--- src/rtl/core/pcrbe_pkg.sv ---
// Shared types and constants for the PCR bank with extend and reset.
`timescale 1ns / 1ps
package pcrbe_pkg;

  localparam int MAX_PCRS = 24;
  localparam int LOC_BITS = 5;

  // command ops
  localparam logic [1:0] OP_EXTEND = 2'd0;
  localparam logic [1:0] OP_READ   = 2'd1;
  localparam logic [1:0] OP_RESET  = 2'd2;

  // result status codes
  localparam logic [2:0] ST_OK        = 3'd0;
  localparam logic [2:0] ST_BAD_INDEX = 3'd1;
  localparam logic [2:0] ST_BAD_LOC   = 3'd2;
  localparam logic [2:0] ST_BAD_SEL   = 3'd3;
  localparam logic [2:0] ST_NOT_RES   = 3'd4;
  localparam logic [2:0] ST_NOT_LOCAL = 3'd5;

  // classified work kinds handed to the back end
  localparam logic [1:0] KIND_EXT = 2'd0;
  localparam logic [1:0] KIND_RD  = 2'd1;
  localparam logic [1:0] KIND_RST = 2'd2;
  localparam logic [1:0] KIND_ERR = 2'd3;

  // SHA-1 initial value and round constants
  localparam logic [159:0] SHA1_IV =
    160'h67452301_EFCDAB89_98BADCFE_10325476_C3D2E1F0;
  localparam logic [31:0] SHA1_K0 = 32'h5A827999;
  localparam logic [31:0] SHA1_K1 = 32'h6ED9EBA1;
  localparam logic [31:0] SHA1_K2 = 32'h8F1BBCDC;
  localparam logic [31:0] SHA1_K3 = 32'hCA62C1D6;
  localparam logic [31:0] SHA1_PAD = 32'h80000000;
  localparam logic [31:0] SHA1_LEN = 32'd320;

  typedef struct packed {
    logic [1:0]          kind;
    logic [2:0]          status;
    logic [4:0]          idx;
    logic [MAX_PCRS-1:0] rmask;
    logic [159:0]        digest;
  } pcrbe_cmd_t;

  typedef struct packed {
    logic [MAX_PCRS-1:0]          resettable;
    logic [MAX_PCRS*LOC_BITS-1:0] ext_loc;
    logic [MAX_PCRS*LOC_BITS-1:0] rst_loc;
    logic                         disabled;
  } pcrbe_cfg_t;

endpackage

--- src/rtl/core/pcrbe_if.sv ---
// Valid/ready channel interfaces for commands and results.
`timescale 1ns / 1ps
interface pcrbe_in_if;
  logic        valid;
  logic        ready;
  logic [1:0]  op;
  logic [2:0]  locality;
  logic [4:0]  pcr_index;
  logic [2:0]  select_bytes;
  logic [31:0] select_mask;
  logic [31:0] digest_top;
  logic [63:0] digest_middle;
  logic [63:0] digest_bottom;

  modport source (output valid, op, locality, pcr_index, select_bytes, select_mask,
                  digest_top, digest_middle, digest_bottom, input ready);
  modport sink (input valid, op, locality, pcr_index, select_bytes, select_mask,
                digest_top, digest_middle, digest_bottom, output ready);
endinterface


--- src/rtl/core/pcrbe_front.sv ---
// Front end: accepts commands, runs all checks, queues classified work.
`timescale 1ns / 1ps
module pcrbe_front #(
  parameter int PCR_COUNT = 24
) (
  input  logic                clk,
  input  logic                rst_n,
  pcrbe_in_if.sink            in_ch,
  input  pcrbe_pkg::pcrbe_cfg_t cfg,
  input  logic                pop,
  output pcrbe_pkg::pcrbe_cmd_t head,
  output logic                head_valid
);
  import pcrbe_pkg::*;

  pcrbe_cmd_t          cls;
  logic                idx_ok;
  logic                loc_ok;
  logic                ext_ok;
  logic [7:0]          ext_bits;
  logic [5:0]          nsel;
  logic                sel_bad;
  logic [MAX_PCRS-1:0] win;
  logic [MAX_PCRS-1:0] fail4;
  logic [MAX_PCRS-1:0] fail5;
  logic [7:0]          rbits;
  logic [2:0]          rstat;

  pcrbe_cmd_t q_r [2];
  logic       rd_ptr_r, rd_ptr_nxt;
  logic       wr_ptr_r, wr_ptr_nxt;
  logic [1:0] cnt_r, cnt_nxt;
  logic       push;

  always_comb begin
    idx_ok   = in_ch.pcr_index < 5'(PCR_COUNT);
    loc_ok   = in_ch.locality <= 3'd4;
    ext_bits = {3'b000, cfg.ext_loc[in_ch.pcr_index * LOC_BITS +: LOC_BITS]};
    ext_ok   = loc_ok && ext_bits[in_ch.locality];
    nsel     = {in_ch.select_bytes, 3'b000};
    sel_bad  = nsel > 6'(PCR_COUNT);
    rbits    = '0;
    for (int i = 0; i < MAX_PCRS; i++) begin
      rbits    = {3'b000, cfg.rst_loc[i*LOC_BITS +: LOC_BITS]};
      win[i]   = (6'(i) < nsel) && (i < PCR_COUNT) && in_ch.select_mask[i];
      fail4[i] = win[i] && !cfg.resettable[i];
      fail5[i] = win[i] && cfg.resettable[i] && !(loc_ok && rbits[in_ch.locality]);
    end
    // lowest failing PCR wins
    rstat = ST_OK;
    for (int i = MAX_PCRS - 1; i >= 0; i--) begin
      if (fail4[i]) begin
        rstat = ST_NOT_RES;
      end else if (fail5[i]) begin
        rstat = ST_NOT_LOCAL;
      end
    end

    cls.idx    = in_ch.pcr_index;
    cls.rmask  = win;
    cls.digest = {in_ch.digest_top, in_ch.digest_middle, in_ch.digest_bottom};
    cls.kind   = KIND_ERR;
    cls.status = ST_OK;
    case (in_ch.op)
      OP_EXTEND: begin
        if (!idx_ok) begin
          cls.status = ST_BAD_INDEX;
        end else if (!ext_ok) begin
          cls.status = ST_BAD_LOC;
        end else begin
          cls.kind = KIND_EXT;
        end
      end
      OP_READ: begin
        if (!idx_ok) begin
          cls.status = ST_BAD_INDEX;
        end else begin
          cls.kind = KIND_RD;
        end
      end
      OP_RESET: begin
        if (sel_bad) begin
          cls.status = ST_BAD_SEL;
        end else if (rstat != ST_OK) begin
          cls.status = rstat;
        end else begin
          cls.kind = KIND_RST;
        end
      end
      default: cls.status = ST_BAD_SEL;
    endcase
  end

  // two-entry queue
  assign in_ch.ready = cnt_r != 2'd2;
  assign push        = in_ch.valid && in_ch.ready;
  assign head        = q_r[rd_ptr_r];
  assign head_valid  = cnt_r != 2'd0;

  always_comb begin
    rd_ptr_nxt = rd_ptr_r ^ pop;
    wr_ptr_nxt = wr_ptr_r ^ push;
    cnt_nxt    = cnt_r + 2'(push) - 2'(pop);
  end

  always_ff @(posedge clk) begin
    if (!rst_n) begin
      rd_ptr_r <= 1'b0;
      wr_ptr_r <= 1'b0;
      cnt_r    <= 2'd0;
    end else begin
      rd_ptr_r <= rd_ptr_nxt;
      wr_ptr_r <= wr_ptr_nxt;
      cnt_r    <= cnt_nxt;
    end
    if (push) begin
      q_r[wr_ptr_r] <= cls;
    end
  end
endmodule

--- src/flat_wrapper.sv ---
// flat-port wrapper written by rule: the top's interface ports become plain ports
module pcrbe_front_flat import pcrbe_pkg::*;
#(
  parameter int PCR_COUNT = 24
)
  (clk, rst_n, cfg, pop, head, head_valid, in_ch_valid, in_ch_op, in_ch_locality, in_ch_pcr_index, in_ch_select_bytes, in_ch_select_mask, in_ch_digest_top, in_ch_digest_middle, in_ch_digest_bottom, in_ch_ready);
  pcrbe_in_if in_ch_i ();
  input  logic clk;
  input  logic rst_n;
  input  pcrbe_pkg::pcrbe_cfg_t cfg;
  input  logic pop;
  output pcrbe_pkg::pcrbe_cmd_t head;
  output logic head_valid;
  input wire logic [$bits(in_ch_i.valid)-1:0] in_ch_valid;
  input wire logic [$bits(in_ch_i.op)-1:0] in_ch_op;
  input wire logic [$bits(in_ch_i.locality)-1:0] in_ch_locality;
  input wire logic [$bits(in_ch_i.pcr_index)-1:0] in_ch_pcr_index;
  input wire logic [$bits(in_ch_i.select_bytes)-1:0] in_ch_select_bytes;
  input wire logic [$bits(in_ch_i.select_mask)-1:0] in_ch_select_mask;
  input wire logic [$bits(in_ch_i.digest_top)-1:0] in_ch_digest_top;
  input wire logic [$bits(in_ch_i.digest_middle)-1:0] in_ch_digest_middle;
  input wire logic [$bits(in_ch_i.digest_bottom)-1:0] in_ch_digest_bottom;
  output wire logic [$bits(in_ch_i.ready)-1:0] in_ch_ready;
  assign in_ch_i.valid = in_ch_valid;
  assign in_ch_i.op = in_ch_op;
  assign in_ch_i.locality = in_ch_locality;
  assign in_ch_i.pcr_index = in_ch_pcr_index;
  assign in_ch_i.select_bytes = in_ch_select_bytes;
  assign in_ch_i.select_mask = in_ch_select_mask;
  assign in_ch_i.digest_top = in_ch_digest_top;
  assign in_ch_i.digest_middle = in_ch_digest_middle;
  assign in_ch_i.digest_bottom = in_ch_digest_bottom;
  assign in_ch_ready = in_ch_i.ready;
  pcrbe_front #(.PCR_COUNT(PCR_COUNT)) u_core (.clk(clk), .rst_n(rst_n), .in_ch(in_ch_i), .cfg(cfg), .pop(pop), .head(head), .head_valid(head_valid));
endmodule
--- config.mk ---
export PLATFORM = sky130hd
export DESIGN_NAME = pcrbe_front_flat
export DESIGN_NICKNAME = d
export VERILOG_FILES = /design/src/rtl/core/pcrbe_pkg.sv /design/src/rtl/core/pcrbe_if.sv /design/src/rtl/core/pcrbe_front.sv /design/src/flat_wrapper.sv
export SDC_FILE = /design/constraint.sdc
export NUM_CORES = 1
export LEC_CHECK = 0
export BUFFER_PORTS_ARGS = -buffer_cell sky130_fd_sc_hd__buf_2
export CELL_PAD_IN_SITES_DETAIL_PLACEMENT = 1
export CELL_PAD_IN_SITES_GLOBAL_PLACEMENT = 2
export CORE_AREA = 2 2 260 262
export DETAILED_ROUTE_END_ITERATION = 6
export DIE_AREA = 0 0 262 264
export PLACE_DENSITY = 0.68
export SLEW_MARGIN = 20
export SYNTH_ARGS = -nofsm -noshare
export SYNTH_HDL_FRONTEND = slang
export SYNTH_SLANG_ARGS = --single-unit
export TNS_END_PERCENT = 100
--- constraint.sdc ---
create_clock -name clk -period 7.5 [get_ports clk]
set_input_delay 0.75 -clock clk [delete_from_list [all_inputs] [get_ports clk]]
set_output_delay 0.75 -clock clk [all_outputs]
set_load 0.01 [all_outputs]
Yosys cells after proc, flatten, opt, wreduce, memory -nomap -nowiden
Memories as Yosys holds them, arrays and structs flattened. A register that Yosys moved wholly into a read port is not among the register bits.
Cells that the tools add are included.
- flip-flop bits (word level): 4
- bits in writable memories: 388
- output and inout bits: 196
- logic and storage cells: 327
- memories: 1
- memories (memory ; depth ; bits a word ; rd ports ; clocked after memory_dff ; wr ports ; line ; text):
    u_core.q_r ; 2 ; 194 ; 1 ; 1 ; 1 ; pcrbe_front.sv:29 ; pcrbe_cmd_t q_r [2];
- add/sub/neg operators: 2
- $mul: 1
- magnitude comparators: 28
- equal/unequal tests: 3
- shift operators: 1
- mux-type cells: 113
- bitwise operators: 2
- reduce and logical (&&, ||, !) cells: 173
- operators with widths (kind ; number):
    2-to-1 mux 3 bit ; 51
    logical AND 1 bit ; 122
    indexed part select 120 x 9 -> 5 bit ; 1
    binary-select mux 1 bit (select 3 bit) ; 25
    zero test 1 bit ; 48
    less-than comparator 4 x 6 -> 1 bit, first input constant ; 8
    less-than comparator 5 x 6 -> 1 bit, first input constant ; 8
    2-to-1 mux 1 bit ; 30
    less-than comparator 3 x 6 -> 1 bit, first input constant ; 4
    less-than comparator 1 x 6 -> 1 bit, first input constant ; 2
    less-than comparator 2 x 6 -> 1 bit, first input constant ; 2
    2-to-1 mux 2 bit ; 5
    case mux 3 bit (3 select lines) ; 1
    multiplier 5 x 3 -> 8 bit, second input constant ; 1
    greater-than comparator 6 x 5 -> 1 bit, second input constant ; 1
    case mux 2 bit (3 select lines) ; 1
    less-than comparator 5 bit, second input constant ; 1
    less-than comparator 3 x 4 -> 1 bit, second input constant ; 1
    <= comparator 3 bit, second input constant ; 1
    nonzero test 3 bit ; 1
    adder 2 x 1 -> 2 bit ; 1
    equality test 2 x 1 -> 1 bit, second input constant ; 1
    equality test 2 bit, second input constant ; 1
    zero test 2 bit ; 1
    4 further kinds ; 5

Depth between registers and ports, before layout
Gate-level depths: netlist of the first run.
- word-level depth: 57
- depth in mapped cells: 11
- gate-level depth less buffers: 7

Worst setup path before layout of the first run
OpenSTA, ideal clock, no wires.
- path type: input-to-reg
- start point: input in_ch_valid
- end point: memory u_core.q_r[0][0] (netlist bit), enable pin
- library setup time: 0.579 ns
- data arrival time: 5.420 ns
- data required time: 6.921 ns
- path slack: 1.501 ns
- stages on the path: 2
- path buffers: 0
- path through: and2_1 > ha_1
- cells in the longest elaborated chain, start to end: 3
- RTL lines (element ; line ; text):
    from (decl) ; flat_wrapper.sv:14 ; input wire logic [$bits(in_ch_i.valid)-1:0] in_ch_valid;
    logical AND 1 bit ; pcrbe_front.sv:96 ; assign push = in_ch.valid && in_ch.ready;
    2-to-1 mux 1 bit ; pcrbe_front.sv:116 ; if (push) begin
    2-to-1 mux 1 bit (implied by the code) ; pcrbe_front.sv:117 ; q_r[wr_ptr_r] <= cls;
    to (decl) ; pcrbe_front.sv:29 ;
No other way between the ends.

==> results of run 1 <==
worst max-delay path, cell delays in order, from the launching register on:
cell and delay, ns:
dfxtp_4 0.93, buf_12 0.49, mux2_2 0.46, buf_2 0.15
final cells by class:
cell class | count | area [sq um] | area share, %
well taps | 873 | 1090 | 4.82
clock inverters | 15 | 129 | 0.569
repair buffers | 669 | 3380 | 14.9
flip-flops and latches | 393 | 11800 | 51.9
diodes | 7 | 17.5 | 0.0774
multi-input cells | 510 | 5060 | 22.4
clock buffers | 54 | 1130 | 4.97
inverters | 21 | 78.8 | 0.348
worst paths after layout:
kind | startpoint | endpoint | slack [ns] | cells past startpoint
setup reg to reg | u_core.cnt_r[0] | u_core.q_r[0][39] | 4.52 | 5
hold reg to reg | u_core.rd_ptr_r | flip-flop | 0.58 | 2
setup / recovery | flip-flop | head[41] | 3.80 | 3
hold / removal | in_ch_digest_middle[34] | u_core.q_r[1][98] | 0.38 | 1
metrics by stage:
| stage | cell area [sq um] | hold WS [ns] | instances | setup slack (ns) |
|---|---|---|---|---|
| 2_1_floorplan | 17100 | 0.521 | 976 | 1.50 |
| 6_report | 22600 | 0.384 | 2542 | 3.80 |
| 3_3_place_gp | 21400 | 0.561 | 2466 | 3.52 |
| 5_1_grt | 22600 | 0.350 | 2541 | 3.58 |
| 4_1_cts | 22600 | 0.340 | 2535 | 3.72 |
| 3_5_place_dp | 21400 | 0.572 | 2466 | 3.51 |
per-layer routing:
metal | share of wire, % | wire length [um] | up-vias | GRT usage, %
li1 | - | - | 5252 | -
met2 | 54 | 30900 | 502 | 30.5
met3 | 8.0 | 4570 | 100 | 4.28
met4 | 2.9 | 1670 | 14 | 5.02
met1 | 35 | 19900 | 5676 | 16.5
met5 | 0.16 | 93 | - | 0
placed cells by master, fill, tap and decap left out, types with 7 or more instances in the layout:
| master | instances |
|---|---|
| buf_2 | 660 |
| edfxtp_1 | 388 |
| mux2_2 | 197 |
| mux4_2 | 45 |
| clkbuf_16 | 42 |
| nand2_1 | 31 |
| nor2_1 | 24 |
| and2_1 | 22 |
| mux2i_1 | 22 |
| inv_1 | 21 |
| a21oi_1 | 12 |
| nand2b_1 | 10 |
| a211o_1 | 10 |
| o22ai_1 | 10 |
| o21ai_0 | 9 |
| o2111ai_1 | 9 |
| clkbuf_1 | 9 |
| a211oi_1 | 8 |
| buf_4 | 8 |
| diode_2 | 7 |
| nand3_1 | 7 |
state kept, by name, summed over array words and instances (netlist names), named ones only:
register         flops
u_core.cnt_r         2
u_core.q_r         388
u_core.rd_ptr_r      1
u_core.wr_ptr_r      1
logic make-up (layout without fill, tap and decap cells):
kind of cell / count (synthesis) / after routing / synth area share, %
flip-flops: 393 / 393 / 68.7
multiplexers: 264 / 264 / 20.2
AND/OR/NAND/NOR: 144 / 144 / 4.70
AO/OA/AOI/OAI: 95 / 95 / 4.12
buffers and inverters: 73 / 759 / 1.86
adder cells (fa/ha/maj): 4 / 4 / 0.293
XOR/XNOR: 3 / 3 / 0.154
other: 0 / 7 / 0
power by group through the flow:
stage                     registers (uW)  logic [uW]  clock network [uW]
after CTS                           2950        1310                1980
after global routing                2980        1390                2060
after detailed placement            3000        1310                   0
final                               2950        1270                1920
after global placement              2970        1290                   0
after floorplan                     3020         704                   0
==> flow_metrics.env, run 1 <==
export IMPL_run_status="finished, final reports clean"
export IMPL_internal_power_uw=4490
export IMPL_rsz0062_at_grt="false"
export IMPL_clockRootBuffer="clkbuf_16"
export IMPL_cts_post_setup_buffers_inserted=0
export IMPL_clock_latency_ns=0.55
export IMPL_cts_path_max_buffers=3
export IMPL_die_height_um=264
export IMPL_first_pass_grt_wire_length_um=81700
export IMPL_flow_area_growth_from_synthesis_pct=32.4
export IMPL_i_o_pin_cnt=670
export IMPL_gp_congestion=0.855
export IMPL_tritoncts_num_sinks=393
export IMPL_crit_path_max_fanout=126
export IMPL_synth_yosys_seq_area_share_pct=68.7
export IMPL_yosys_top_cells_count="edfxtp_1, mux2_2, mux4_2"
export IMPL_synth_nets=1454
export IMPL_drv_slew=0
export IMPL_post_route_cells_drive_above_1_share_pct=58.8
export IMPL_worst_ep_arrival_time_ns=2.95
export IMPL_p_sw_share_pct=26.9
export IMPL_comb_power_share_pct=20.7
export IMPL_fillerInstances=7131
export IMPL_number_of_core_rows=95
export IMPL_layout_worst_path_cycle_share_pct=49.3
export IMPL_slew_at_the_pin_closest_to_its_max_slew_limit_ns=1.07
export IMPL_htree_levels=2
export IMPL_post_route_util_pct=34.0
export IMPL_syn_avg_cell_area_sq_um=17.5
export IMPL_detailedRoute_firstPassIterationCount=4
export IMPL_grt_start_max_net_pins=127
export IMPL_final_antenna_violating_net_count=0
export IMPL_yosys_cell_count_top_type="edfxtp_1"
export IMPL_die_width_um=262
export IMPL_worstHoldPathType="in2reg"
export IMPL_type_of_the_worst_setup_path="reg2out"
export IMPL_setup_viol_count_final=0
export IMPL_yosysTopAreaCell="edfxtp_1"
export IMPL_yosys_warnings=0
export IMPL_antenna_found_initial=21
export IMPL_detailroute_via_count=11500
export IMPL_number_of_global_route_vias_before_repair=12500
export IMPL_timing_slew_headroom_pct=28.4
export IMPL_async_flop_share_pct=0
export IMPL_synth_area_top_cells="edfxtp_1, mux2_2, mux4_2, mux2i_1, and2_1"
export IMPL_final_period_minus_worst_setup_slack_ns=3.70
export IMPL_netlist_area_sq_um=17100
export IMPL_nets=2114
export IMPL_power_clock_fraction_pct=31.3
export IMPL_critical_path_endpoint_type="primary output"
export IMPL_ctsHoldBuffers=0
export IMPL_globalRouteTotalUtil_pct=15.9
export IMPL_route_detailed_drc=0
export IMPL_max_cap_viol_count=0
export IMPL_required_ns=6.75
export IMPL_netSwitchingPower_uw=1650
export IMPL_buffer_ports_inserted=660
export IMPL_ys_seq_elements=393
export IMPL_synthCells=976
export IMPL_cts_reportedPaths_clkPinSlew_ns=0.06
export IMPL_cts_repair_resized=0
export IMPL_number_of_synthesized_flops_with_an_enable_pin=388
export IMPL_drt_vias_per_instance=4.54
export IMPL_share_seq_of_total_power_pct=48.0
export IMPL_tritoncts_num_buffers=41
export IMPL_clock_tree_from_tritoncts="yes"
export IMPL_synth_top_flop_cell="edfxtp_1"
export IMPL_netlist_cell_type_count=64
export IMPL_fin_worst_skew_ns=0.0119
export IMPL_detailed_place_hpwl_um=44400
export IMPL_finalHoldViolations=0
export IMPL_overflow=0
export IMPL_final_setup_tns_ns=0
export IMPL_p_leak_uw=0.00870
export IMPL_power_uw=6140
export IMPL_floorplan_core_area_sq_um=66600
export IMPL_max_freq_mhz=270
export IMPL_worstSetupStartpointType="flip-flop"
export IMPL_floorplan_initialDensity_pct=25.7
export IMPL_drt_iter0_markers=579
export IMPL_power_density_nw_per_um2=271
export IMPL_synth_top_area_share_pct=68.1
export IMPL_wl_per_cell_um=22.5
export IMPL_design_die_area_sq_um=69200
export IMPL_worst_ir_drop_vdd_mv=0.137
export IMPL_totalWireLength_um=57100
Note: power is estimated with default switching activity, not from simulation.
==> run 2, diff against run 1 <==
- ABC_AREA: unset -> 1
- CORE_AREA: 2 2 260 262 -> 2 2 257 259
- DIE_AREA: 0 0 262 264 -> 0 0 259 261
- PLACE_DENSITY: 0.68 -> 0.75
- clock period: 7.5 -> 3 ns (I/O delays scaled with it)
==> run 2 against run 1 <==
  * Sequential cell count unchanged
  * Utilization increased by 4.1 points
  * Non-clock buffer count increased by 201
  * Clock skew increased by 0.012 ns
  * Global-route usage increased by 1.2 points
  * Critical endpoint is now head[107]
  * Largest cell class unchanged
  * Largest power group unchanged
  * Highest routed layer unchanged
==> flow_metrics.env, run 2 <==
export IMPL_post_route_cells_drive_above_1_share_pct=46.2
export IMPL_final_setup_tns_ns=0
export IMPL_htree_levels=2
export IMPL_critical_path_buf_inv_count=2
export IMPL_syn_avg_cell_area_sq_um=13.9
export IMPL_max_freq_mhz=404
export IMPL_timing_critical_path_cells="buf_12 -> mux2_2 -> buf_2"
export IMPL_critPathMaxStageDelay_ns=0.61
export IMPL_critical_path_endpoint_type="primary output"
export IMPL_r2r_start="u_core.cnt_r[0]"
export IMPL_yosys_warnings=0
export IMPL_slew_at_the_pin_closest_to_its_max_slew_limit_ns=0.641
export IMPL_layout_cells_most_common="buf_2"
export IMPL_p_leak_uw=0.0100
export IMPL_ff2ff_setup_slack_ns=1.21
export IMPL_netlist_area_sq_um=17000
export IMPL_most_common_layout_cells="buf_2, edfxtp_1, mux2_2"
export IMPL_worstHoldPathType="in2reg"
export IMPL_setup_viol_count_final=0
export IMPL_detailedRoute_firstPassIterationCount=5
export IMPL_power_density_nw_per_um2=617
export IMPL_clock_latency_ns=0.58
export IMPL_first_pass_grt_wire_length_um=88700
export IMPL_nets=2559
export IMPL_number_of_global_route_vias_before_repair=14900
export IMPL_design_area_sq_um=24800
export IMPL_synth_top_flop_cell="edfxtp_1"
export IMPL_floorplan_initialDensity_pct=26.2
export IMPL_crit_reg2reg_capture="u_core.q_r[0][100]"
export IMPL_worst_hold_path_endpoint="u_core.q_r[1][181]"
export IMPL_number_of_flip_flops_in_the_largest_register=388
export IMPL_cts_post_setup_buffers_inserted=0
export IMPL_number_of_core_rows=94
export IMPL_layout_setup_ws_ns=0.524
export IMPL_hold_path_startpoint="in_ch_select_mask[21]"
export IMPL_worst_ep_arrival_time_ns=2.18
export IMPL_worst_r2r_cell_count=6
export IMPL_power_uw=15300
export IMPL_yosys_cell_count_top_type="edfxtp_1"
export IMPL_placedCellCount=2733
export IMPL_post_place_ws_ns=-0.0148
export IMPL_wl_per_cell_um=20.3
export IMPL_yosys_top_cells_count="edfxtp_1, mux2_2, nand2_1"
export IMPL_largest_register="u_core.q_r"
export IMPL_clock_tree_from_tritoncts="yes"
export IMPL_drv_slew=0
export IMPL_cts_reportedPaths_clkPinSlew_ns=0.06
export IMPL_synthCells=1227
export IMPL_design_die_area_sq_um=67600
export IMPL_worstSetupStartpointType="flip-flop"
export IMPL_crit_family="flip-flops"
export IMPL_grt_start_max_net_pins=63
export IMPL_final_period_minus_worst_setup_slack_ns=2.48
export IMPL_dpl_cell_area_sq_um=21700
export IMPL_synth_area_top_cells="edfxtp_1, mux2_2, nand2_1, nor2_1, a21oi_1"
export IMPL_drt_iter0_markers=672
export IMPL_floorplan_core_area_sq_um=65000
export IMPL_hold_path_cell_count=3
export IMPL_detailed_place_hpwl_um=44300
export IMPL_required_ns=2.70
export IMPL_detailroute_via_count=13500
export IMPL_cts_path_max_buffers=3
export IMPL_i_o_pin_cnt=670
export IMPL_final_antenna_violating_net_count=0
export IMPL_fillerInstances=7161
export IMPL_drt_vias_per_instance=4.54
export IMPL_worst_ir_drop_vdd_mv=0.307
export IMPL_globalRouteTotalUtil_pct=17.0
export IMPL_timing_slew_headroom_pct=57.2
export IMPL_synth_nets=1705
export IMPL_finalHoldViolations=0
export IMPL_fin_worst_skew_ns=0.0244
export IMPL_async_flop_share_pct=0
export IMPL_overflow=0
export IMPL_tritoncts_num_sinks=393
export IMPL_number_of_synthesized_flops_with_an_enable_pin=388
export IMPL_synth_yosys_seq_area_share_pct=69.1
export IMPL_instances_no_fill=2983
export IMPL_buffer_ports_inserted=660
export IMPL_die_height_um=261
export IMPL_antenna_found_initial=12
export IMPL_synth_top_area_share_pct=68.5
export IMPL_cts_repair_resized=0
export IMPL_ctsHoldBuffers=166
export IMPL_layout_worst_path_cycle_share_pct=82.5
export IMPL_tritoncts_num_buffers=44
export IMPL_crit_path_max_fanout=61
export IMPL_largest_registers="u_core.q_r: 388 flops, u_core.cnt_r: 2 flops"
export IMPL_die_width_um=259
export IMPL_netlist_cell_type_count=41
export IMPL_clockRootBuffer="clkbuf_16"
export IMPL_flow_area_growth_from_synthesis_pct=45.5
export IMPL_gp_congestion=0.888
export IMPL_totalWireLength_um=60700
export IMPL_max_cap_viol_count=0
export IMPL_yosysTopAreaCell="edfxtp_1"
export IMPL_type_of_the_worst_setup_path="reg2out"
export IMPL_ys_seq_elements=393
export IMPL_route_detailed_drc=0
export IMPL_run_status="finished, final reports clean"
export IMPL_cpMaxStageDelayCell="dfxtp_4"
export IMPL_rsz0062_at_grt="false"
## run 2: cell count changes after synthesis, sizes merged, moves of 21 or more
cell    previous run  this run
a221oi             1        22
nand3              7        33
o21ai              9        56
inv               21        80
a21oi             13        59
mux2i             22         0
mux4              45         0
and2              22         0
nand2             31       151
nor2              24        85
## run 2: worst max path at each step
stage | endpoint | slack [ns] | cells past startpoint
4_1_cts | head[107] | 0.44 | 3
3_3_place_gp | u_core.q_r[1][189] | -0.03 | 35
6_report | head[107] | 0.52 | 3
2_1_floorplan | u_core.q_r[0][0] | -0.67 | 3
3_5_place_dp | u_core.q_r[0][189] | -0.01 | 32
5_1_grt | u_core.q_r[0][189] | 0.24 | 35
## run 2: cell type report
type | count | area [sq um] | area share [%]
tap | 864 | 1080 | 4.37
clock buffer | 54 | 1150 | 4.64
antenna | 4 | 10.0 | 0.0404
multi-input combinational | 691 | 4700 | 19.0
clock inverter | 26 | 245 | 0.990
inverter | 81 | 304 | 1.23
timing repair buffer | 870 | 5520 | 22.3
sequential | 393 | 11800 | 47.5
## run 2: stage by stage
step                      hold slack, ns  utilization, %
after CTS                         0.0354            38.1
after floorplan                    0.393               -
final                             0.0786            38.1
after detailed placement           0.450            33.4
after global placement             0.429            33.4
after global routing              0.0682            38.1
## run 2: kinds of logic after synthesis
| logic type | after synthesis | synth area share [%] |
|---|---|---|
| multiplexers | 194 | 12.8 |
| XOR/XNOR | 1 | 0.0515 |
| flip-flops | 393 | 69.1 |
| adder cells (fa/ha/maj) | 4 | 0.294 |
| AO/OA/AOI/OAI | 197 | 7.14 |
| buffers and inverters | 143 | 3.47 |
| AND/OR/NAND/NOR | 295 | 7.15 |
## run 2: per-layer routing
layer,part of all wire [%],GRT usage [%]
met1,38,18.9
met2,53,32.2
met3,7.4,4.54
met4,2.2,4.01
met5,0.074,0
## run 2: worst reg2reg max path, stage by stage (launching register included)
cell and delay, ns:
dfxtp_1 0.31, inv_1 0.07, a21boi_0 0.16, buf_4 0.17, ha_4 0.17, buf_12 0.21
buf_12 0.35
## run 2: power breakdown
group          internal, uW  total (uW)  switching [uW]
Clock                  2930        5170            2240
Sequential             6890        7060             176
Combinational          1330        3040            1710
Total                 11200       15300            4120
